<file path="src/rtl/lwgh_pkg.sv">
// ----------------------------------------------------------------------------
// lwgh_pkg
// shared constants, register codes and inter-stage types of the widest-gap
// heading finder
// ----------------------------------------------------------------------------
package lwgh_pkg;

	localparam int WINDOW   = 300;
	localparam int HALF     = WINDOW / 2;
	localparam int MAX_SCAN = 4096;

	localparam int SLOT_W  = $clog2(WINDOW);
	localparam int CNT_W   = $clog2(MAX_SCAN + 1);
	localparam int IDX_W   = 12;
	localparam int RANGE_W = 16;
	localparam int PROD_W  = 2 * RANGE_W;
	localparam int AMIN_W  = 19;
	localparam int STEP_W  = 16;
	localparam int CFG_W   = 19;
	localparam int HSUM_W  = 13;
	localparam int MULT_W  = HSUM_W + STEP_W;
	localparam int HEAD_W  = MULT_W + 5;
	localparam int OUT_W   = 32;

	localparam logic [AMIN_W-1:0]  AMIN_RST = AMIN_W'(-205887);
	localparam logic [STEP_W-1:0]  STEP_RST = STEP_W'(286);
	localparam logic [RANGE_W-1:0] SAFE_RST = RANGE_W'(500);

	localparam logic signed [HEAD_W-1:0] SAT_MAX = {{(HEAD_W-OUT_W+1){1'b0}},
		{(OUT_W-1){1'b1}}};
	localparam logic signed [HEAD_W-1:0] SAT_MIN = {{(HEAD_W-OUT_W+1){1'b1}},
		{(OUT_W-1){1'b0}}};

	typedef enum logic [1:0] {
		CFG_BASE_ANGLE = 2'd0,
		CFG_ANGLE_STEP = 2'd1,
		CFG_SAFE_DIST  = 2'd2,
		CFG_COS_POS    = 2'd3
	} cfg_idx_t;

	typedef struct packed {
		logic [AMIN_W-1:0]  base_angle;
		logic [STEP_W-1:0]  angle_step;
		logic [RANGE_W-1:0] clear_range;
		logic               cos_pos;
	} cfg_t;

	typedef struct packed {
		logic               valid;
		logic               last;
		logic               pair;
		logic [IDX_W-1:0]   idx;
		logic [RANGE_W-1:0] sample;
	} samp_t;

	typedef struct packed {
		logic               valid;
		logic               found;
		logic [IDX_W-1:0]   idx;
		logic [RANGE_W-1:0] mid;
	} res_t;

endpackage

</file>
<file path="src/rtl/lwgh_head.sv">
// ----------------------------------------------------------------------------
// lwgh_head
// turns the kept pair into a heading: index scaling, offset, sign and
// saturation, with the output word register
// ----------------------------------------------------------------------------
module lwgh_head (
	input  logic                        clk,
	input  logic                        arst_n,
	input  lwgh_pkg::cfg_t              cfg,
	input  lwgh_pkg::res_t              res_s3,
	input  logic                        out_ready,
	output logic                        en,
	output logic                        out_valid,
	output logic [lwgh_pkg::OUT_W-1:0]  steer_angle,
	output logic                        pair_found
);

	logic                               valid_s4;
	logic                               found_s4;
	logic                               neg_s4;
	logic [lwgh_pkg::MULT_W-1:0]        mult_s4;
	logic [lwgh_pkg::HSUM_W-1:0]        hsum;
	logic signed [lwgh_pkg::HEAD_W-1:0] head;
	logic signed [lwgh_pkg::HEAD_W-1:0] head_sgn;
	logic signed [lwgh_pkg::HEAD_W-1:0] head_sat;

	// stall only when a result meets a full output register
	assign en   = !(valid_s4 && out_valid && !out_ready);
	assign hsum = lwgh_pkg::HSUM_W'(res_s3.idx) + lwgh_pkg::HSUM_W'(lwgh_pkg::HALF);

	always_ff @(posedge clk or negedge arst_n) begin
		if (!arst_n) begin
			valid_s4 <= 1'b0;
		end else if (en) begin
			valid_s4 <= res_s3.valid;
		end
	end

	always_ff @(posedge clk) begin
		if (en && res_s3.valid) begin
			found_s4 <= res_s3.found;
			neg_s4   <= res_s3.mid < cfg.clear_range;
			mult_s4  <= lwgh_pkg::MULT_W'(hsum) * lwgh_pkg::MULT_W'(cfg.angle_step);
		end
	end

	always_comb begin
		head = '0;
		if (found_s4) begin
			head = $signed({{(lwgh_pkg::HEAD_W-lwgh_pkg::AMIN_W){cfg.base_angle[lwgh_pkg::AMIN_W-1]}},
				cfg.base_angle})
				+ $signed({{(lwgh_pkg::HEAD_W-lwgh_pkg::MULT_W){1'b0}}, mult_s4});
		end
		head_sgn = neg_s4 ? -head : head;
		if (head_sgn > lwgh_pkg::SAT_MAX) begin
			head_sat = lwgh_pkg::SAT_MAX;
		end else if (head_sgn < lwgh_pkg::SAT_MIN) begin
			head_sat = lwgh_pkg::SAT_MIN;
		end else begin
			head_sat = head_sgn;
		end
	end

	always_ff @(posedge clk or negedge arst_n) begin
		if (!arst_n) begin
			out_valid <= 1'b0;
		end else if (en && valid_s4) begin
			out_valid <= 1'b1;
		end else if (out_ready) begin
			out_valid <= 1'b0;
		end
	end

	always_ff @(posedge clk) begin
		if (en && valid_s4) begin
			steer_angle <= head_sat[lwgh_pkg::OUT_W-1:0];
			pair_found  <= found_s4;
		end
	end

endmodule

</file>
<file path="config.mk">
export PLATFORM = sky130hd
export DESIGN_NAME = lwgh_head
export DESIGN_NICKNAME = d
export VERILOG_FILES = /design/src/rtl/lwgh_pkg.sv /design/src/rtl/lwgh_head.sv
export SDC_FILE = /design/constraint.sdc
export NUM_CORES = 1
export LEC_CHECK = 0
export BUFFER_PORTS_ARGS = -buffer_cell sky130_fd_sc_hd__buf_4
export CAP_MARGIN = 20
export CORE_AREA = 2 2 167 153
export DETAILED_ROUTE_END_ITERATION = 8
export DIE_AREA = 0 0 169 155
export PLACE_DENSITY = 0.68
export SLEW_MARGIN = 10
export SYNTH_ARGS = -nofsm -noshare
export SYNTH_HDL_FRONTEND = slang
export SYNTH_SLANG_ARGS = --single-unit
</file>
<file path="constraint.sdc">
create_clock -name clk -period 4.5 [get_ports clk]
set_clock_uncertainty 0.15 [all_clocks]
set_input_delay 0.45 -clock clk [delete_from_list [all_inputs] [get_ports clk]]
set_output_delay 0.45 -clock clk [all_outputs]
set_load 0.02 [all_outputs]
</file>
==> summary.txt <==
Slew Limit Fails - 0
Worst Tran Pin Value - 683.7 ps
Die Area - 26200 µm²
Initial Utilization - 48.97%
first-pass GRT wire length - 46780 µm
final setup vio count - 33
Total Wirelength - 27750 µm
CTS root buf - clkbuf_16
GRT overflow - 0
Slew headroom - 54.11%
Setup WS pre-CTS - -2092 ps
initial antenna violation count - 0
Core Box Area - 24640 µm²
Rows - 55
Ports - 120
Distinct cells, synth - 77
worst path bufs/invs - 9
Final HPWL DP - 23170 µm
violated checks - negative setup slack
Port Buffers - 118
Cells after Synth - 1358
synthesized net count - 1719
fraction of registers with async set/reset - 3.030%
GRT Util Overall - 21.52%
cts bufs inserted - 9
Post-route DRC - 0
TritonRoute pass-1 iters - 5
Hold Crit Class - in -> reg
clock sink count - 66
most common cell after layout, fill and taps aside - buf_4
EDFF count, synth - 64
RSZ-0062 raised after global routing - yes
Final ANT Viol Nets - 0
area of the multi-input gates - 9783 µm²
Max stage delay cell, worst path - fa_1
vias in the first global route - 10129
Seq/Total Area, Yosys - 16.35%
CP startpoint kind - primary input
final period utilization - 133.5%
ratio of cells with drive above 1 in the final layout - 29.77%
critical path's most frequent cell - fa_1
Die Span X - 169 µm
clk slew on worst S/H paths - 60 ps
Top Family by Delay on Critical Path - adder cells
Final #Nets - 1992
worst vdd ir - 0.8284 mV
max incr delay on CP - 520 ps
top achievable clock speed - 166.5 MHz
fin crit period - 6007 ps
Synth Warn # - 0
Avg Cell Area, Syn - 8.884 µm²
ANT cells - 0
WL per Instance - 14.24 µm
routed vias/inst - 5.171
crit path max fanout - 4
Fillers - 2114
P_leak - 7.587 nW
clock latency on the worst-skew pair - 330 ps
DR vias - 10079
Die H - 155 µm
Power Density - 916.5 nW/µm²
critical path type - in -> reg
pin count of the biggest net entering global routing - 40
Crit path arrival time - 5940 ps
max_cap viols - 0
Crit. End Element - flip-flop
status - finished with violations
PnR worst setup slack - -1507 ps
WP data required - 4430 ps
gpl congestion - 0.8617
Starting DRT DRC Count - 413
clock buffer depth - 2
final core occ - 64.05%
setup_tns - -21920 ps
Area Growth Syn to Fin - 30.79%
H-tree levels - 3
sequential cell area - 1972 µm²
Post-Syn Area - 12060 µm²
#FFs+latches synth - 66
most frequent cells in the layout - buf_4 (289), inv_1 (209), nand2_1 (167)
final hold violation count - 0
CTS tree - built
Synth Flop Type - edfxtp_1
==> layer usage <==
layer | vias up | wire length, µm | track usage, %
met5 | - | 0 | 0
met3 | 25 | 1135 | 2.340
li1 | 4989 | - | -
met2 | 210 | 13750 | 38.99
met1 | 4855 | 12570 | 28.42
met4 | 0 | 301 | 3.378
==> report_power, final <==
part	internal [mW]	switching, mW
Sequential	1.28	0.0553
Clock	0.423	0.249
Combinational	6.31	6.15
==> synthesized netlist by cell type (3+ instances only) <==
library cell,instances,area [µm²]
a21oi_1,52,260.3
and3_1,6,37.54
a211oi_1,7,52.55
clkbuf_1,44,165.2
o21ai_0,49,245.2
nand2_1,180,675.7
inv_1,234,878.3
o31ai_1,10,75.07
mux2i_1,8,80.08
a211o_1,4,35.03
and4_1,3,26.28
edfxtp_1,64,1922
xor2_1,24,210.2
nor2b_1,14,87.58
o211ai_1,7,52.55
o2111ai_1,4,35.03
xnor2_1,42,367.9
fa_1,155,3103
nand3_1,16,80.08
o22ai_1,7,43.79
nor2_1,38,142.6
nand2b_1,33,206.5
ha_1,121,1514
o21a_1,11,82.58
maj3_2,3,33.78
or3_1,4,25.02
or2_2,4,25.02
a31oi_1,12,75.07
o31a_1,3,26.28
nand4_1,9,56.30
a21o_1,29,217.7
a31o_2,3,26.28
nor3_1,13,65.06
o21bai_1,8,60.06
and2_1,82,513.0
==> worst reg2reg max path: cells and delay by family (launching register included) <==
kind,cells,cell delay (ps)
adder cells (fa/ha/maj),3,730
buffers and inverters,2,220
AO/OA/AOI/OAI,3,870
flip-flops,1,420
AND/OR/NAND/NOR,7,1950
==> stage by stage <==
step / total power [mW] / instance area [µm²] / cells / hold WS, ps
floorplan: 9.248 / 12500 / 1358 / 4.409
global placement: 12.01 / 14820 / 1902 / 82.84
detailed placement: 12.30 / 14820 / 1902 / 84.00
CTS: 13.39 / 15320 / 1930 / 155.2
global route: 15.90 / 15780 / 1949 / 156.7
finish: 14.46 / 15780 / 1949 / 165.6
==> flip-flops by register name (all words and copies together), names as in the netlist <==
name and flops:
neg_s4 1, valid_s4 1, mult_s4 29, found_s4 1, pair_found 1, steer_angle 32, out_valid 1
==> cell type report <==
type                            count  area share, %
Multi-Input combinational cell   1009          62.00
Timing Repair Buffer              311          15.61
Sequential cell                    66          12.50
Inverter                          234          5.590
Tap cell                          313          2.482
Clock buffer                       10          1.451
Clock inverter                      6         0.3648
==> cell families (layout without fill, tap and decap cells) <==
| group | count (synthesis) | in the layout | synth area share [%] |
|---|---|---|---|
| AND/OR/NAND/NOR | 418 | 418 | 17.30 |
| XOR/XNOR | 66 | 66 | 4.792 |
| flip-flops | 66 | 66 | 16.35 |
| buffers and inverters | 283 | 561 | 8.857 |
| AO/OA/AOI/OAI | 237 | 237 | 13.40 |
| multiplexers | 9 | 9 | 0.7571 |
| adder cells (fa/ha/maj) | 279 | 279 | 38.55 |
==> worst paths after layout <==
kind                       startpoint         endpoint  slack (ps)  depth (start not counted)
setup reg to reg           mult_s4[0]  steer_angle[23]         -80                         15
setup / recovery           res_s3[17]      mult_s4[25]       -1510                         28
hold / removal             res_s3[28]         found_s4         170                          1
min in group asynchronous      arst_n        out_valid         280                          2
max in group asynchronous      arst_n         valid_s4        3830                          2
hold reg to reg              valid_s4        out_valid         330                          1
==> what timing repair did <==
item / CTS / global route
hold buffers: 1 / 0
cloned: 0 / 1
pin swaps: 51 / 73
setup endpoints to repair: 23 / 39
hold endpoints to repair: 2 / 0
setup buffers: 11 / 19
resized for setup: 31 / 96
Power figures use the tool's default switching activity.
