===== src/rtl/lwgh_pkg.sv =====
// ----------------------------------------------------------------------------
// lwgh_pkg
// shared constants, register codes and inter-stage types of the widest-gap
// heading finder
// ----------------------------------------------------------------------------
package lwgh_pkg;

	localparam int WINDOW   = 300;
	localparam int HALF     = WINDOW / 2;
	localparam int MAX_SCAN = 4096;

	localparam int SLOT_W  = $clog2(WINDOW);
	localparam int CNT_W   = $clog2(MAX_SCAN + 1);
	localparam int IDX_W   = 12;
	localparam int RANGE_W = 16;
	localparam int PROD_W  = 2 * RANGE_W;
	localparam int AMIN_W  = 19;
	localparam int STEP_W  = 16;
	localparam int CFG_W   = 19;
	localparam int HSUM_W  = 13;
	localparam int MULT_W  = HSUM_W + STEP_W;
	localparam int HEAD_W  = MULT_W + 5;
	localparam int OUT_W   = 32;

	localparam logic [AMIN_W-1:0]  AMIN_RST = AMIN_W'(-205887);
	localparam logic [STEP_W-1:0]  STEP_RST = STEP_W'(286);
	localparam logic [RANGE_W-1:0] SAFE_RST = RANGE_W'(500);

	localparam logic signed [HEAD_W-1:0] SAT_MAX = {{(HEAD_W-OUT_W+1){1'b0}},
		{(OUT_W-1){1'b1}}};
	localparam logic signed [HEAD_W-1:0] SAT_MIN = {{(HEAD_W-OUT_W+1){1'b1}},
		{(OUT_W-1){1'b0}}};

	typedef enum logic [1:0] {
		CFG_BASE_ANGLE = 2'd0,
		CFG_ANGLE_STEP = 2'd1,
		CFG_SAFE_DIST  = 2'd2,
		CFG_COS_POS    = 2'd3
	} cfg_idx_t;

	typedef struct packed {
		logic [AMIN_W-1:0]  base_angle;
		logic [STEP_W-1:0]  angle_step;
		logic [RANGE_W-1:0] clear_range;
		logic               cos_pos;
	} cfg_t;

	typedef struct packed {
		logic               valid;
		logic               last;
		logic               pair;
		logic [IDX_W-1:0]   idx;
		logic [RANGE_W-1:0] sample;
	} samp_t;

	typedef struct packed {
		logic               valid;
		logic               found;
		logic [IDX_W-1:0]   idx;
		logic [RANGE_W-1:0] mid;
	} res_t;

endpackage


===== src/rtl/lwgh_track.sv =====
// ----------------------------------------------------------------------------
// lwgh_track
// forms the range product of each pair and, while cos_pos is set, keeps the best pair of the scan
// ----------------------------------------------------------------------------
module lwgh_track (
	input  logic                          clk,
	input  logic                          arst_n,
	input  logic                          en,
	input  logic                          cos_pos,
	input  lwgh_pkg::samp_t               samp_s1,
	input  logic [lwgh_pkg::RANGE_W-1:0]  first_s1,
	input  logic [lwgh_pkg::RANGE_W-1:0]  mid_s1,
	output lwgh_pkg::res_t                res_s3
);

	logic                         valid_s2;
	logic                         last_s2;
	logic                         pair_s2;
	logic [lwgh_pkg::IDX_W-1:0]   idx_s2;
	logic [lwgh_pkg::PROD_W-1:0]  prod_s2;
	logic [lwgh_pkg::RANGE_W-1:0] mid_s2;

	logic [lwgh_pkg::PROD_W-1:0]  best_prod_q;
	logic [lwgh_pkg::IDX_W-1:0]   best_idx_q;
	logic [lwgh_pkg::RANGE_W-1:0] best_mid_q;
	logic                         found_q;

	logic                         upd;
	logic [lwgh_pkg::PROD_W-1:0]  nxt_prod;
	logic [lwgh_pkg::IDX_W-1:0]   nxt_idx;
	logic [lwgh_pkg::RANGE_W-1:0] nxt_mid;
	logic                         nxt_found;

	logic                         valid_s3;
	logic                         found_s3;
	logic [lwgh_pkg::IDX_W-1:0]   idx_s3;
	logic [lwgh_pkg::RANGE_W-1:0] mid_s3;

	assign res_s3 = {valid_s3, found_s3, idx_s3, mid_s3};

	always_ff @(posedge clk or negedge arst_n) begin
		if (!arst_n) begin
			valid_s2 <= 1'b0;
		end else if (en) begin
			valid_s2 <= samp_s1.valid;
		end
	end

	always_ff @(posedge clk) begin
		if (en && samp_s1.valid) begin
			last_s2 <= samp_s1.last;
			pair_s2 <= samp_s1.pair;
			idx_s2  <= samp_s1.idx;
			mid_s2  <= mid_s1;
			prod_s2 <= lwgh_pkg::PROD_W'(first_s1) * lwgh_pkg::PROD_W'(samp_s1.sample);
		end
	end

	always_comb begin
		upd       = valid_s2 && pair_s2 && cos_pos && (prod_s2 > best_prod_q);
		nxt_prod  = upd ? prod_s2 : best_prod_q;
		nxt_idx   = upd ? idx_s2 : best_idx_q;
		nxt_mid   = upd ? mid_s2 : best_mid_q;
		nxt_found = upd | found_q;
	end

	always_ff @(posedge clk or negedge arst_n) begin
		if (!arst_n) begin
			best_prod_q <= '0;
			best_idx_q  <= '0;
			best_mid_q  <= '0;
			found_q     <= 1'b0;
		end else if (en && valid_s2) begin
			if (last_s2) begin
				best_prod_q <= '0;
				best_idx_q  <= '0;
				best_mid_q  <= '0;
				found_q     <= 1'b0;
			end else begin
				best_prod_q <= nxt_prod;
				best_idx_q  <= nxt_idx;
				best_mid_q  <= nxt_mid;
				found_q     <= nxt_found;
			end
		end
	end

	always_ff @(posedge clk or negedge arst_n) begin
		if (!arst_n) begin
			valid_s3 <= 1'b0;
		end else if (en) begin
			valid_s3 <= valid_s2 && last_s2;
		end
	end

	always_ff @(posedge clk) begin
		if (en && valid_s2 && last_s2) begin
			found_s3 <= nxt_found;
			idx_s3   <= nxt_idx;
			mid_s3   <= nxt_mid;
		end
	end

`ifndef SYNTH
	a_found_prod: assert property (@(posedge clk) disable iff (!arst_n)
		!found_q |-> best_prod_q == '0)
		else $error("best product kept without a found pair");
`endif

endmodule


===== config.mk =====
export PLATFORM = sky130hd
export DESIGN_NAME = lwgh_track
export DESIGN_NICKNAME = d
export VERILOG_FILES = /design/src/rtl/lwgh_pkg.sv /design/src/rtl/lwgh_track.sv
export SDC_FILE = /design/constraint.sdc
export NUM_CORES = 1
export LEC_CHECK = 0
export BUFFER_PORTS_ARGS = -buffer_cell sky130_fd_sc_hd__buf_4
export CORE_MARGIN = 4
export CORE_UTILIZATION = 66
export CTS_BUF_LIST = sky130_fd_sc_hd__clkbuf_4
export CTS_CLUSTER_DIAMETER = 100
export DETAILED_ROUTE_END_ITERATION = 7
export GPL_ROUTABILITY_DRIVEN = 0
export MAX_ROUTING_LAYER = met4
export PLACE_DENSITY = 0.93
export SLEW_MARGIN = 40
export SYNTH_ARGS = -nofsm -noshare
export SYNTH_HDL_FRONTEND = slang
export SYNTH_SLANG_ARGS = --single-unit
export TNS_END_PERCENT = 100

===== constraint.sdc =====
create_clock -name clk -period 4.4 [get_ports clk]
set_input_delay 0.22 -clock clk [delete_from_list [all_inputs] [get_ports clk]]
set_output_delay 0.22 -clock clk [all_outputs]
set_load 0.05 [all_outputs]

==> results of run 1 <==
-- state kept, by name (all words and copies together), names as in the netlist, 12 cells and up --
signal,cells
best_idx_q,12
best_prod_q,32
mid_s2,16
best_mid_q,16
idx_s3,12
idx_s2,12
mid_s3,16
prod_s2,32
-- how the worst min path moves through the flow --
| stage | slack (ps) | cells past startpoint | endpoint | start |
|---|---|---|---|---|
| 2_1_floorplan | -80 | 0 | best_idx_q[0]$_DFFE_PN0P_ | arst_n |
| 3_3_place_gp | 360 | 1 | best_idx_q[0]$_DFFE_PN0P_ | arst_n |
| 3_5_place_dp | 370 | 1 | best_idx_q[0]$_DFFE_PN0P_ | arst_n |
| 4_1_cts | 210 | 3 | prod_s2[0]$_DFFE_PP_ | first_s1[0] |
| 5_1_grt | 210 | 2 | best_idx_q[8]$_DFFE_PN0P_ | arst_n |
| 6_report | 170 | 2 | best_idx_q[2]$_DFFE_PN0P_ | arst_n |
-- synth_stat cells, types with 4 or more instances --
master | instances | area share (%)
sky130_fd_sc_hd__nand3_1 | 6 | 0.20
sky130_fd_sc_hd__a21o_1 | 30 | 1.5
sky130_fd_sc_hd__nand2_1 | 174 | 4.4
sky130_fd_sc_hd__ha_1 | 136 | 12
sky130_fd_sc_hd__nand4_1 | 10 | 0.42
sky130_fd_sc_hd__a22oi_1 | 30 | 1.5
sky130_fd_sc_hd__a22o_1 | 30 | 1.8
sky130_fd_sc_hd__o21bai_1 | 5 | 0.25
sky130_fd_sc_hd__buf_2 | 10 | 0.34
sky130_fd_sc_hd__a21oi_1 | 21 | 0.71
sky130_fd_sc_hd__edfxtp_1 | 91 | 18
sky130_fd_sc_hd__inv_1 | 257 | 6.5
sky130_fd_sc_hd__nand2b_1 | 6 | 0.25
sky130_fd_sc_hd__a211oi_1 | 4 | 0.20
sky130_fd_sc_hd__and2_1 | 127 | 5.4
sky130_fd_sc_hd__dfrtp_1 | 63 | 11
sky130_fd_sc_hd__xor2_1 | 10 | 0.59
sky130_fd_sc_hd__nor2b_1 | 5 | 0.21
sky130_fd_sc_hd__o21ai_0 | 37 | 1.3
sky130_fd_sc_hd__xnor2_1 | 17 | 1.0
sky130_fd_sc_hd__mux2_2 | 28 | 2.1
sky130_fd_sc_hd__nor2_1 | 13 | 0.33
sky130_fd_sc_hd__clkbuf_1 | 41 | 1.0
sky130_fd_sc_hd__fa_1 | 194 | 26
-- final cells by class --
class / instances / area, µm² / share of cell area, %
multi-input cells: 927 / 9687 / 53.78
flip-flops and latches: 154 / 4309 / 23.92
repair buffers: 285 / 2424 / 13.46
inverters: 257 / 964.7 / 5.356
well taps: 280 / 350.3 / 1.945
clock inverters: 15 / 143.9 / 0.7989
clock buffers: 17 / 127.6 / 0.7086
diodes: 2 / 5.005 / 0.02779
-- placed cells by master (no fill, tap or decap), drive strengths merged, types with 5 or more instances in the layout --
cell,count
nor2b,5
a22oi,31
buf,253
a22o,30
dlygate4sd3,32
o21ai,41
a21oi,21
ha,136
clkinv,7
nand2,174
inv,261
o21bai,5
nand2b,6
clkbuf,17
mux2,28
fa,194
nor2,13
xor2,10
nand4,10
edfxtp,91
dfrtp,63
xnor2,17
nand3,6
and2,127
a21o,32
-- metrics by stage --
stage / area [µm²] / hold slack [ps] / worst slack (ps)
6_report: 18010 / 170.9 / -984.5
5_1_grt: 18010 / 206.2 / -1074
4_1_cts: 17770 / 209.4 / -641.2
3_5_place_dp: 16860 / 370.0 / -1489
3_3_place_gp: 16860 / 360.5 / -1189
2_1_floorplan: 15160 / -75.59 / -982.8
-- critical path, stage by stage --
cell	delay [ps]
sky130_fd_sc_hd__buf_6	130
sky130_fd_sc_hd__buf_4	160
sky130_fd_sc_hd__and2_1	180
sky130_fd_sc_hd__fa_1	480
sky130_fd_sc_hd__fa_1	530
sky130_fd_sc_hd__fa_1	550
sky130_fd_sc_hd__fa_1	440
sky130_fd_sc_hd__fa_1	520
sky130_fd_sc_hd__inv_1	60
sky130_fd_sc_hd__fa_1	480
sky130_fd_sc_hd__inv_1	100
sky130_fd_sc_hd__ha_4	200
sky130_fd_sc_hd__nor2_1	210
sky130_fd_sc_hd__o2111ai_2	180
sky130_fd_sc_hd__a41o_1	310
sky130_fd_sc_hd__nand3_2	130
sky130_fd_sc_hd__a31oi_4	110
sky130_fd_sc_hd__o41ai_4	370
sky130_fd_sc_hd__o21bai_1	170
sky130_fd_sc_hd__xor2_1	160
-- layer usage --
layer	track usage, %	vias to the layer above
met4	20.98	0
met2	62.51	1078
li1	-	4994
met1	39.91	5991
met3	6.233	397
met5	-	-
-- cell families after synthesis --
logic type	Yosys count	share of synthesized area, %
flops	154	29.16
fa+ha+maj	330	37.80
mux	28	2.134
xor+xnor	27	1.600
simple gates	355	11.91
buf+inv	313	8.213
compound gates	187	9.187
-- what timing repair did --
| action | 4_1_cts | 5_1_grt |
|---|---|---|
| hold buffers | 32 | 0 |
| endpoints found under the hold margin | 95 | 0 |
| gates resized for setup | 66 | 48 |
| buffers inserted | 10 | 10 |
| setup endpoints to repair | 18 | 21 |
| pin swaps | 56 | 45 |
==> results.txt, run 1 <==
----------------------------------------------------
[Run status]
  Outcome ... finished, violations left
  Violations in the final reports ... setup timing

[Logic synthesis]
  Count of flip-flops with a built-in enable after synthesis ... 91
  Proportion of synthesized flip-flops having asynchronous set or reset ... 40.91%
  Instance count of the mapped netlist ... 1394
  Sequential element share of the synthesized area ... 29.16%
  Most used flip-flop cell after synthesis ... sky130_fd_sc_hd__edfxtp_1
  Warnings, synthesis ... 0
  Avg Cell Area, Syn ... 10.60 µm²
  Area of the mapped netlist ... 14780 µm²
  Post-synthesis sequential element count ... 154
  Distinct cell type count after synthesis ... 54
  Synthesized net count ... 1791

[Setup path]
  Path depth of the worst reg2reg path ... 10
  Worst flop-to-flop path startpoint ... best_prod_q[9]$_DFFE_PN0P_
  Kind of start point of the critical path ... primary input
  First element of the critical path ... first_s1[5]
  Register-to-register setup slack ... 840 ps
  Kind of capture point of the worst setup path ... flop
  Crit Path Max Fanout ... 9
  WS Path Type ... primary input to flop
  CP endpoint ... prod_s2[29]$_DFFE_PP_
  Critical path data arrival time ... 5710 ps
  Endpoint required time on the critical path ... 4730 ps
  Reg-to-Reg End ... idx_s3[2]$_DFFE_PP_

[Clocking]
  Number of clock sinks seen by CTS ... 154
  Total CTS buffers ... 17
  CTS tree ... built
  Clk_lat worst skew ... 600 ps
  Maximum buffer depth of the clock tree ... 2
  Master cell of the clock root buffer ... sky130_fd_sc_hd__clkbuf_4
  Clock transition at the registers of the reported paths ... 150 ps
  CTS H-Tree Depth ... 4

[Detailed routing]
  Met1 wire length ... 14.75 mm
  Top routing layer in use ... met4
  WL final ... 46.29 mm
  Detail Route Antenna Nets ... 0
  Number of violations reported at the end of detailed-routing iteration 0 ... 1228
  Met3 routed wirelength ... 4.452 mm
  Detailed-router iteration count before antenna repair ... 6
  Via density per instance ... 6.433
  Routed vias ... 12460
  # DRC ... 0
  Average wire per cell in the routed design ... 23.90 µm
  Met2 wire length ... 23.11 mm

[Global route]
  Aggregate global routing overflow ... 0
  Global-route wire length before repair ... 67.70 mm
  Initial antenna violation count ... 2
  Via count of the first global-routing pass ... 13071
  Maximum number of pins on one net before global-route repair ... 64
  Tot GR Track Use ... 36.37%

[Cells and area]
  Utilization after layout ... 82.28%
  Share of final-layout standard cells stronger than drive strength 1 ... 25.92%
  Final Instance Count excl. Fillers ... 1937
  Number of nets in the layout ... 2039
  Fillers ... 1016
  Area growth from synthesis to layout ... 21.89%

[Placed design]
  Total instance count after detailed placement ... 1850
  Port Buffer Count ... 96
  DPL Wire Length ... 30.03 mm

[Floorplan]
  Overall die width ... 157.6 µm
  Die Y-Extent ... 157.6 µm
  Top-level port count ... 97
  Area of the placeable core ... 21890 µm²
  Die Area ... 24850 µm²
  Count of standard-cell rows ... 54
  Starting density of the core ... 67.50%

[STA]
  Final count of pins violating max slew ... 0
  Transition time at the pin with the least slew margin ... 748.7 ps
  Number of setup violations in the final report ... 20
  Setup repair after global routing missed its margin ... true
  Number of hold violations in the final report ... 0
  Sum of negative setup slack ... -13920 ps
  Minimum clock period after layout ... 5384 ps
  Highest achievable clock rate ... 0.1857 GHz
  Final period utilization ... 122.4%
  Slew Limit Headroom ... 50.08%
  Clock skew ... 37.81 ps
  Worst path setup slack after routing ... -984.5 ps

[Job]
  Maximum Capacitance Violations ... 0

[Min path]
  Class of the tightest hold or removal check ... primary input to async pin

----------------------------------------------------
Power of run 1 is left out: the tool's default activity adds up to more than one toggle a clock period on the data nets, which glitch-free logic cannot reach.
==> run 2: changes to the inputs <==
CORE_UTILIZATION = 55   (was 66)
GPL_TIMING_DRIVEN = 0   (was not set)
PLACE_DENSITY = 0.8   (was 0.93)
==> run 2 against run 1 <==
Compared with the run above: the flow still finishes with violations (setup timing); cell count is 0.21% higher; global-route usage shrank 11 points; routed wire length fell by 23%.
==> results.txt, run 2 (synthesis results as in run 1) <==
----------------------------------------------------
[Cells and area]
  Most common cell after layout, fill and taps aside ... sky130_fd_sc_hd__inv_1
  Utilization after layout ... 68.08% (-14 points)
  Top Registers ... best_prod_q: 32 flops, prod_s2: 32 flops
  Area growth from synthesis to layout ... 21.08%
  Number of nets in the layout ... 1989 (-2.5%)
  Post-route standard cell area excluding fillers ... 17890 µm² (-0.67%)
  Fillers ... 1852 (+82%)
  Final Instance Count excl. Fillers ... 1941 (+0.21%)
  Highest-count cells in the layout ignoring fill and taps ... 244 x sky130_fd_sc_hd__inv_1, 185 x sky130_fd_sc_hd__fa_1, 168 x sky130_fd_sc_hd__nand2_1, 132 x sky130_fd_sc_hd__buf_4, 122 x sky130_fd_sc_hd__ha_1
  Share of final-layout standard cells stronger than drive strength 1 ... 21.56% (-4.4 points)

[Global route]
  Via count of the first global-routing pass ... 11399 (-13%)
  Global-route track usage on met2 ... 42.43% (-20 points)
  Initial antenna violation count ... 1 (-1)
  GR Util met1 ... 33.04% (-6.9 points)
  Tot GR Track Use ... 25.69% (-11 points)
  Aggregate global routing overflow ... 0 (unchanged)
  Met3 global-route usage ... 3.909% (-2.3 points)
  Maximum number of pins on one net before global-route repair ... 64 (unchanged)
  Most congested layer reported by global routing ... met2
  Global-route wire length before repair ... 58.22 mm (-14%)

[STA]
  Number of setup violations in the final report ... 19 (-5.0%)
  Slew Limit Headroom ... 56.45% (+6.4 points)
  Number of hold violations in the final report ... 0 (unchanged)
  Transition time at the pin with the least slew margin ... 647.3 ps (-101.4 ps)
  Setup repair after global routing missed its margin ... true
  Highest achievable clock rate ... 0.1943 GHz (+4.6%)
  Minimum clock period after layout ... 5148 ps (-236.7 ps)
  Final period utilization ... 117.0% (-5.4 points)
  Sum of negative setup slack ... -10770 ps (+3155 ps)
  Worst path setup slack after routing ... -747.8 ps (+236.7 ps)
  Final count of pins violating max slew ... 0 (unchanged)
  Clock skew ... 25.87 ps (-11.94 ps)

[Power and ir drop]
  Pwr Density ... 813.2 nW/µm²
  Total leakage power ... 8.479 nW
  Peak supply drop ... 0.0007803 V

[Min path]
  Class of the tightest hold or removal check ... primary input to flop
  Source of the worst hold timing path ... samp_s1[0]
  Number of instances on the worst hold path ... 3

[Placed design]
  Total instance count after detailed placement ... 1827 (-1.2%)
  DPL Wire Length ... 26.60 mm (-11%)
  Port Buffer Count ... 96 (unchanged)
  Post-place instance area ... 16360 µm² (-3.0%)
  Setup Slack @ Placement ... -1793 ps (-304.2 ps)

[Setup path]
  Endpoint required time on the critical path ... 4700 ps (-30 ps)
  Crit Path Max Fanout ... 8 (-1)
  First element of the critical path ... first_s1[7]
  Longest individual stage delay on the worst path ... 560 ps (about the same)
  Master of the slowest instance on the critical path ... sky130_fd_sc_hd__fa_1
  Cell breakdown of the critical path ... buf_4, clkbuf_16, buf_12, nand2_1, fa_1, inv_1, fa_1, fa_1, fa_2, fa_1, inv_1, fa_1, inv_1, ha_4, o21ai_2, nand2b_1, a41o_1, nand3_2, a31oi_4, o41ai_4, o21bai_1, xor2_1
  Kind of capture point of the worst setup path ... flop
  Kind of start point of the critical path ... primary input
  Worst flop-to-flop path startpoint ... prod_s2[19]$_DFFE_PP_
  Cell with the most instances on the worst path ... sky130_fd_sc_hd__fa_1
  Critical path data arrival time ... 5450 ps (-260 ps)
  Path depth of the worst reg2reg path ... 9 (-1)
  WS Path Type ... primary input to flop

[Detailed routing]
  Average wire per cell in the routed design ... 18.41 µm (-23%)
  Number of violations reported at the end of detailed-routing iteration 0 ... 855 (-30%)
  # DRC ... 0 (unchanged)
  Detail Route Antenna Nets ... 0 (unchanged)
  WL final ... 35.73 mm (-23%)
  Detailed-router iteration count before antenna repair ... 5 (-1)
  Routed vias ... 10740 (-14%)
  Via density per instance ... 5.533 (-14%)

[Clocking]
  Number of clock sinks seen by CTS ... 154 (unchanged)
  CTS tree ... built
  Maximum buffer depth of the clock tree ... 2 (unchanged)
  Clock transition at the registers of the reported paths ... 150 ps (about the same)
  CTS H-Tree Depth ... 4 (unchanged)
  Master cell of the clock root buffer ... sky130_fd_sc_hd__clkbuf_4
  Total CTS buffers ... 17 (unchanged)
  Clk_lat worst skew ... 560 ps (-40 ps)

[Job]
  Maximum Capacitance Violations ... 0 (unchanged)

[Run status]
  Outcome ... finished, violations left
  Violations in the final reports ... setup timing

[Floorplan]
  Starting density of the core ... 56.23% (-11 points)
  Die Y-Extent ... 171.9 µm (+9.1%)
  Die Area ... 29550 µm² (+19%)
  Count of standard-cell rows ... 59 (+9.3%)
  Top-level port count ... 97 (unchanged)
  Area of the placeable core ... 26280 µm² (+20%)
  Overall die width ... 171.9 µm (+9.1%)

----------------------------------------------------
==> run 2: power by group <==
part | leakage [nW] | total [mW] | switching [mW] | internal (mW)
registers | 1.61 | 2.38 | 0.150 | 2.23
logic | 6.73 | 11.4 | 5.74 | 5.61
clock network | 0.138 | 0.817 | 0.570 | 0.247
total | 8.48 | 14.5 | 6.46 | 8.08
==> run 2: per-stage QoR <==
stage          hold WS (ps)  total power, mW
6_report              180.2            14.55
3_3_place_gp          375.4            11.21
3_5_place_dp          384.7            11.50
5_1_grt               154.7            15.92
2_1_floorplan        -75.59            9.709
4_1_cts               132.4            13.72
==> run 2: final timing paths <==
kind,to,slack (ps)
setup reg to reg,best_idx_q[7]$_DFFE_PN0P_,1250
setup / recovery,prod_s2[29]$_DFFE_PP_,-750
min in group asynchronous,found_q$_DFFE_PN0P_,210
hold / removal,prod_s2[1]$_DFFE_PP_,180
hold reg to reg,best_prod_q[17]$_DFFE_PN0P_,510
max in group asynchronous,best_mid_q[9]$_DFFE_PN0P_,3730
==> run 2: critical path, delay by kind of cell <==
kind	cells	cell delay [ps]
xor gates and xnor gates	1	170
AOI/OAI and AO/OA	5	970
buffers and inverters	6	570
and+or+nand+nor	3	290
adders and majority gates	7	3230
==> run 2: layer usage <==
| metal | part of all wire, % | vias up |
|---|---|---|
| li1 | - | 4891 |
| met1 | 42 | 5326 |
| met2 | 49 | 444 |
| met3 | 6.8 | 79 |
| met4 | 2.7 | 0 |
| met5 | 0 | - |
==> run 2: layout make-up <==
| cell class | count | area [µm²] | area share, % |
|---|---|---|---|
| Antenna cell | 1 | 2.502 | 0.01399 |
| Buffer | 56 | 690.7 | 3.860 |
| Clock buffer | 17 | 127.6 | 0.7133 |
| Clock inverter | 15 | 133.9 | 0.7483 |
| Inverter | 257 | 964.7 | 5.392 |
| Multi-Input combinational cell | 927 | 9688 | 54.15 |
| Sequential cell | 154 | 4309 | 24.09 |
| Tap cell | 335 | 419.2 | 2.343 |
| Timing Repair Buffer | 179 | 1555 | 8.693 |
==> run 2: repair_timing <==
action,CTS,global route
gates cloned,1,0
setup endpoints to repair,21,21
hold buffers,33,0
gates resized for setup,92,31
pin swaps,41,35
buffers inserted,34,13
hold endpoints to repair,96,0
Power figures use the tool's default switching activity.
==> run 3: changes to the inputs <==
CORE_UTILIZATION = 36   (was 55)
PLACE_DENSITY = not set   (was 0.8)
==> run 3 against run 2 <==
Compared with the run above: the run still ends with setup timing left; sequential power about the same; non-clock buffer count up 5; first-iteration DRC count down 20%; cell count up 10%; clock skew up 1.8 ps; sequential share of layout area down 0.54 points; count of clock-buffer cells in the layout unchanged; worst setup slack worse by 39 ps; critical path depth up 1; total power up 0.42%; utilization down 23 points; largest cell class unchanged.
==> results.txt, run 3 (synthesis results as in run 1) <==
----------------------------------------------------
[Global route]
  GR Util met1 ... 23.99% (-9.1 points)
  Via count of the first global-routing pass ... 10915 (-4.2%)
  Maximum number of pins on one net before global-route repair ... 64 (unchanged)
  Initial antenna violation count ... 1 (unchanged)
  Most congested layer reported by global routing ... met2
  Met3 global-route usage ... 2.084% (-1.8 points)
  Tot GR Track Use ... 16.91% (-8.8 points)
  Global-route wire length before repair ... 58.76 mm (+0.92%)
  Global-route track usage on met2 ... 26.82% (-16 points)
  Aggregate global routing overflow ... 0 (unchanged)

[Clocking]
  CTS H-Tree Depth ... 4 (unchanged)
  Clock transition at the registers of the reported paths ... 130 ps (-20 ps)
  Clk_lat worst skew ... 530 ps (-30 ps)
  Maximum buffer depth of the clock tree ... 2 (unchanged)
  Number of clock sinks seen by CTS ... 154 (unchanged)
  Total CTS buffers ... 17 (unchanged)
  CTS tree ... built
  Master cell of the clock root buffer ... sky130_fd_sc_hd__clkbuf_4

[Detailed routing]
  # DRC ... 0 (unchanged)
  WL final ... 36.18 mm (+1.3%)
  Average wire per cell in the routed design ... 16.94 µm (-8.0%)
  Detail Route Antenna Nets ... 0 (unchanged)
  Number of violations reported at the end of detailed-routing iteration 0 ... 680 (-20%)
  Via density per instance ... 4.914 (-11%)
  Routed vias ... 10497 (-2.3%)
  Detailed-router iteration count before antenna repair ... 7 (+2)

[Cells and area]
  Fillers ... 3739 (+100%)
  Final Instance Count excl. Fillers ... 2136 (+10%)
  Area growth from synthesis to layout ... 23.86%
  Highest-count cells in the layout ignoring fill and taps ... 248 x sky130_fd_sc_hd__inv_1, 185 x sky130_fd_sc_hd__fa_1, 167 x sky130_fd_sc_hd__nand2_1, 122 x sky130_fd_sc_hd__buf_4, 122 x sky130_fd_sc_hd__ha_1
  Most common cell after layout, fill and taps aside ... sky130_fd_sc_hd__inv_1
  Share of final-layout standard cells stronger than drive strength 1 ... 21.37% (-0.19 points)
  Number of nets in the layout ... 1994 (+0.25%)
  Top Registers ... best_prod_q: 32 flops, prod_s2: 32 flops

[Power and ir drop]
  Total leakage power ... 8.575 nW (+1.1%)
  Peak supply drop ... 0.0009794 V (+26%)
  Pwr Density ... 798.2 nW/µm² (-1.8%)

[Floorplan]
  Overall die width ... 210.6 µm (+23%)
  Die Y-Extent ... 210.6 µm (+23%)
  Count of standard-cell rows ... 73 (+24%)
  Area of the placeable core ... 40190 µm² (+53%)
  Starting density of the core ... 36.77% (-19 points)
  Die Area ... 44350 µm² (+50%)
  Top-level port count ... 97 (unchanged)

[Setup path]
  Kind of start point of the critical path ... primary input
  Endpoint required time on the critical path ... 4690 ps (about the same)
  Kind of capture point of the worst setup path ... flop
  Crit Path Max Fanout ... 7 (-1)
  WS Path Type ... primary input to flop
  Critical path data arrival time ... 5470 ps (+20 ps)

[STA]
  Highest achievable clock rate ... 0.1928 GHz (-0.75%)
  Slew Limit Headroom ... 58.77% (+2.3 points)
  Final count of pins violating max slew ... 0 (unchanged)
  Worst path setup slack after routing ... -786.8 ps (-39.00 ps)
  Clock skew ... 27.65 ps (+1.772 ps)
  Final worst hold slack ... 81.11 ps (-99.08 ps)
  Final period utilization ... 117.9% (+0.89 points)
  Number of setup violations in the final report ... 19 (unchanged)
  Setup repair after global routing missed its margin ... true
  Number of hold violations in the final report ... 0 (unchanged)
  Transition time at the pin with the least slew margin ... 618.5 ps (-28.82 ps)
  Minimum clock period after layout ... 5187 ps (+39.00 ps)

[Min path]
  Class of the tightest hold or removal check ... primary input to flop

[Placed design]
  Total instance count after detailed placement ... 2017 (+10%)
  DPL Wire Length ... 27.86 mm (+4.8%)
  Port Buffer Count ... 96 (unchanged)

[Job]
  Maximum Capacitance Violations ... 0 (unchanged)

[Run status]
  Outcome ... finished, violations left
  Violations in the final reports ... setup timing

----------------------------------------------------
run 3: cell types whose count changed in the layout (fill, tap and decap cells not counted), sizes merged:
cell / before / now
clkbuf: 53 / 58
buf: 166 / 167
inv: 266 / 262
clkinvlp: 3 / 0
clkinv: 3 / 8
dlygate4sd3: 33 / 32
bufinv: 0 / 2
run 3: power breakdown:
group / switching, mW / internal [mW] / total [mW]
registers: 0.151 / 2.23 / 2.38
clock network: 0.540 / 0.350 / 0.890
logic: 5.63 / 5.71 / 11.3
total: 6.32 / 8.29 / 14.6
run 3: worst paths after layout:
| path | from | to | slack (ps) | cells past startpoint |
|---|---|---|---|---|
| worst max-delay path | first_s1[6] | prod_s2[29]$_DFFE_PP_ | -790 | 23 |
| worst min-delay path | samp_s1[0] | prod_s2[0]$_DFFE_PP_ | 80 | 2 |
| worst max register to register | prod_s2[27]$_DFFE_PP_ | best_idx_q[7]$_DFFE_PN0P_ | 1300 | 9 |
| worst min register to register | found_q$_DFFE_PN0P_ | found_q$_DFFE_PN0P_ | 510 | 2 |
| max in group asynchronous | arst_n | best_prod_q[15]$_DFFE_PN0P_ | 3710 | 2 |
| min in group asynchronous | arst_n | best_mid_q[12]$_DFFE_PN0P_ | 240 | 2 |
run 3: timing repair:
action,CTS,global route
pin swaps,44,33
endpoints found under the setup margin,21,21
resized for setup,106,23
cloned,1,2
hold endpoints to repair,94,0
hold buffers,32,0
buffers inserted,38,14
run 3: layout make-up:
class / count / area, µm² / area share [%]
Timing Repair Buffer: 184 / 1669 / 9.119
Buffer: 56 / 728.2 / 3.979
Antenna cell: 1 / 2.502 / 0.01367
Inverter: 257 / 964.7 / 5.271
Multi-Input combinational cell: 927 / 9679 / 52.88
Clock buffer: 17 / 127.6 / 0.6973
Sequential cell: 154 / 4309 / 23.54
Clock inverter: 15 / 165.2 / 0.9024
Tap cell: 525 / 656.9 / 3.589
run 3: critical path, stage by stage:
cell	delay (ps)
sky130_fd_sc_hd__buf_4	130
sky130_fd_sc_hd__clkbuf_16	170
sky130_fd_sc_hd__nand2_2	60
sky130_fd_sc_hd__fa_1	510
sky130_fd_sc_hd__inv_1	60
sky130_fd_sc_hd__fa_1	500
sky130_fd_sc_hd__inv_1	60
sky130_fd_sc_hd__fa_1	470
sky130_fd_sc_hd__inv_1	50
sky130_fd_sc_hd__fa_1	500
sky130_fd_sc_hd__fa_1	540
sky130_fd_sc_hd__inv_1	50
sky130_fd_sc_hd__fa_1	490
sky130_fd_sc_hd__inv_2	50
sky130_fd_sc_hd__ha_4	230
sky130_fd_sc_hd__a21oi_2	140
sky130_fd_sc_hd__o2111ai_1	120
sky130_fd_sc_hd__a41o_1	280
sky130_fd_sc_hd__nand3_2	110
sky130_fd_sc_hd__a31oi_4	110
sky130_fd_sc_hd__o41ai_4	320
sky130_fd_sc_hd__o21bai_1	120
sky130_fd_sc_hd__xor2_1	170
run 3: metal layers:
layer,up-vias,wire (µm)
li1,4906,-
met4,0,409
met1,5254,17140
met5,-,0
met2,302,16740
met3,35,1902
run 3: metrics by stage:
step / setup TNS [ps] / setup WS [ps] / total power, mW / util [%] / cell area [µm²]
3_3_place_gp: -28580 / -1828 / 11.42 / 41.15 / 16540
4_1_cts: -9515 / -699.9 / 14.00 / 44.97 / 18070
3_5_place_dp: -29900 / -1828 / 11.52 / 41.30 / 16600
6_report: -10890 / -786.8 / 14.61 / 45.54 / 18300
2_1_floorplan: -12870 / -982.8 / 9.709 / - / 15160
5_1_grt: -13190 / -881.6 / 16.06 / 45.54 / 18300
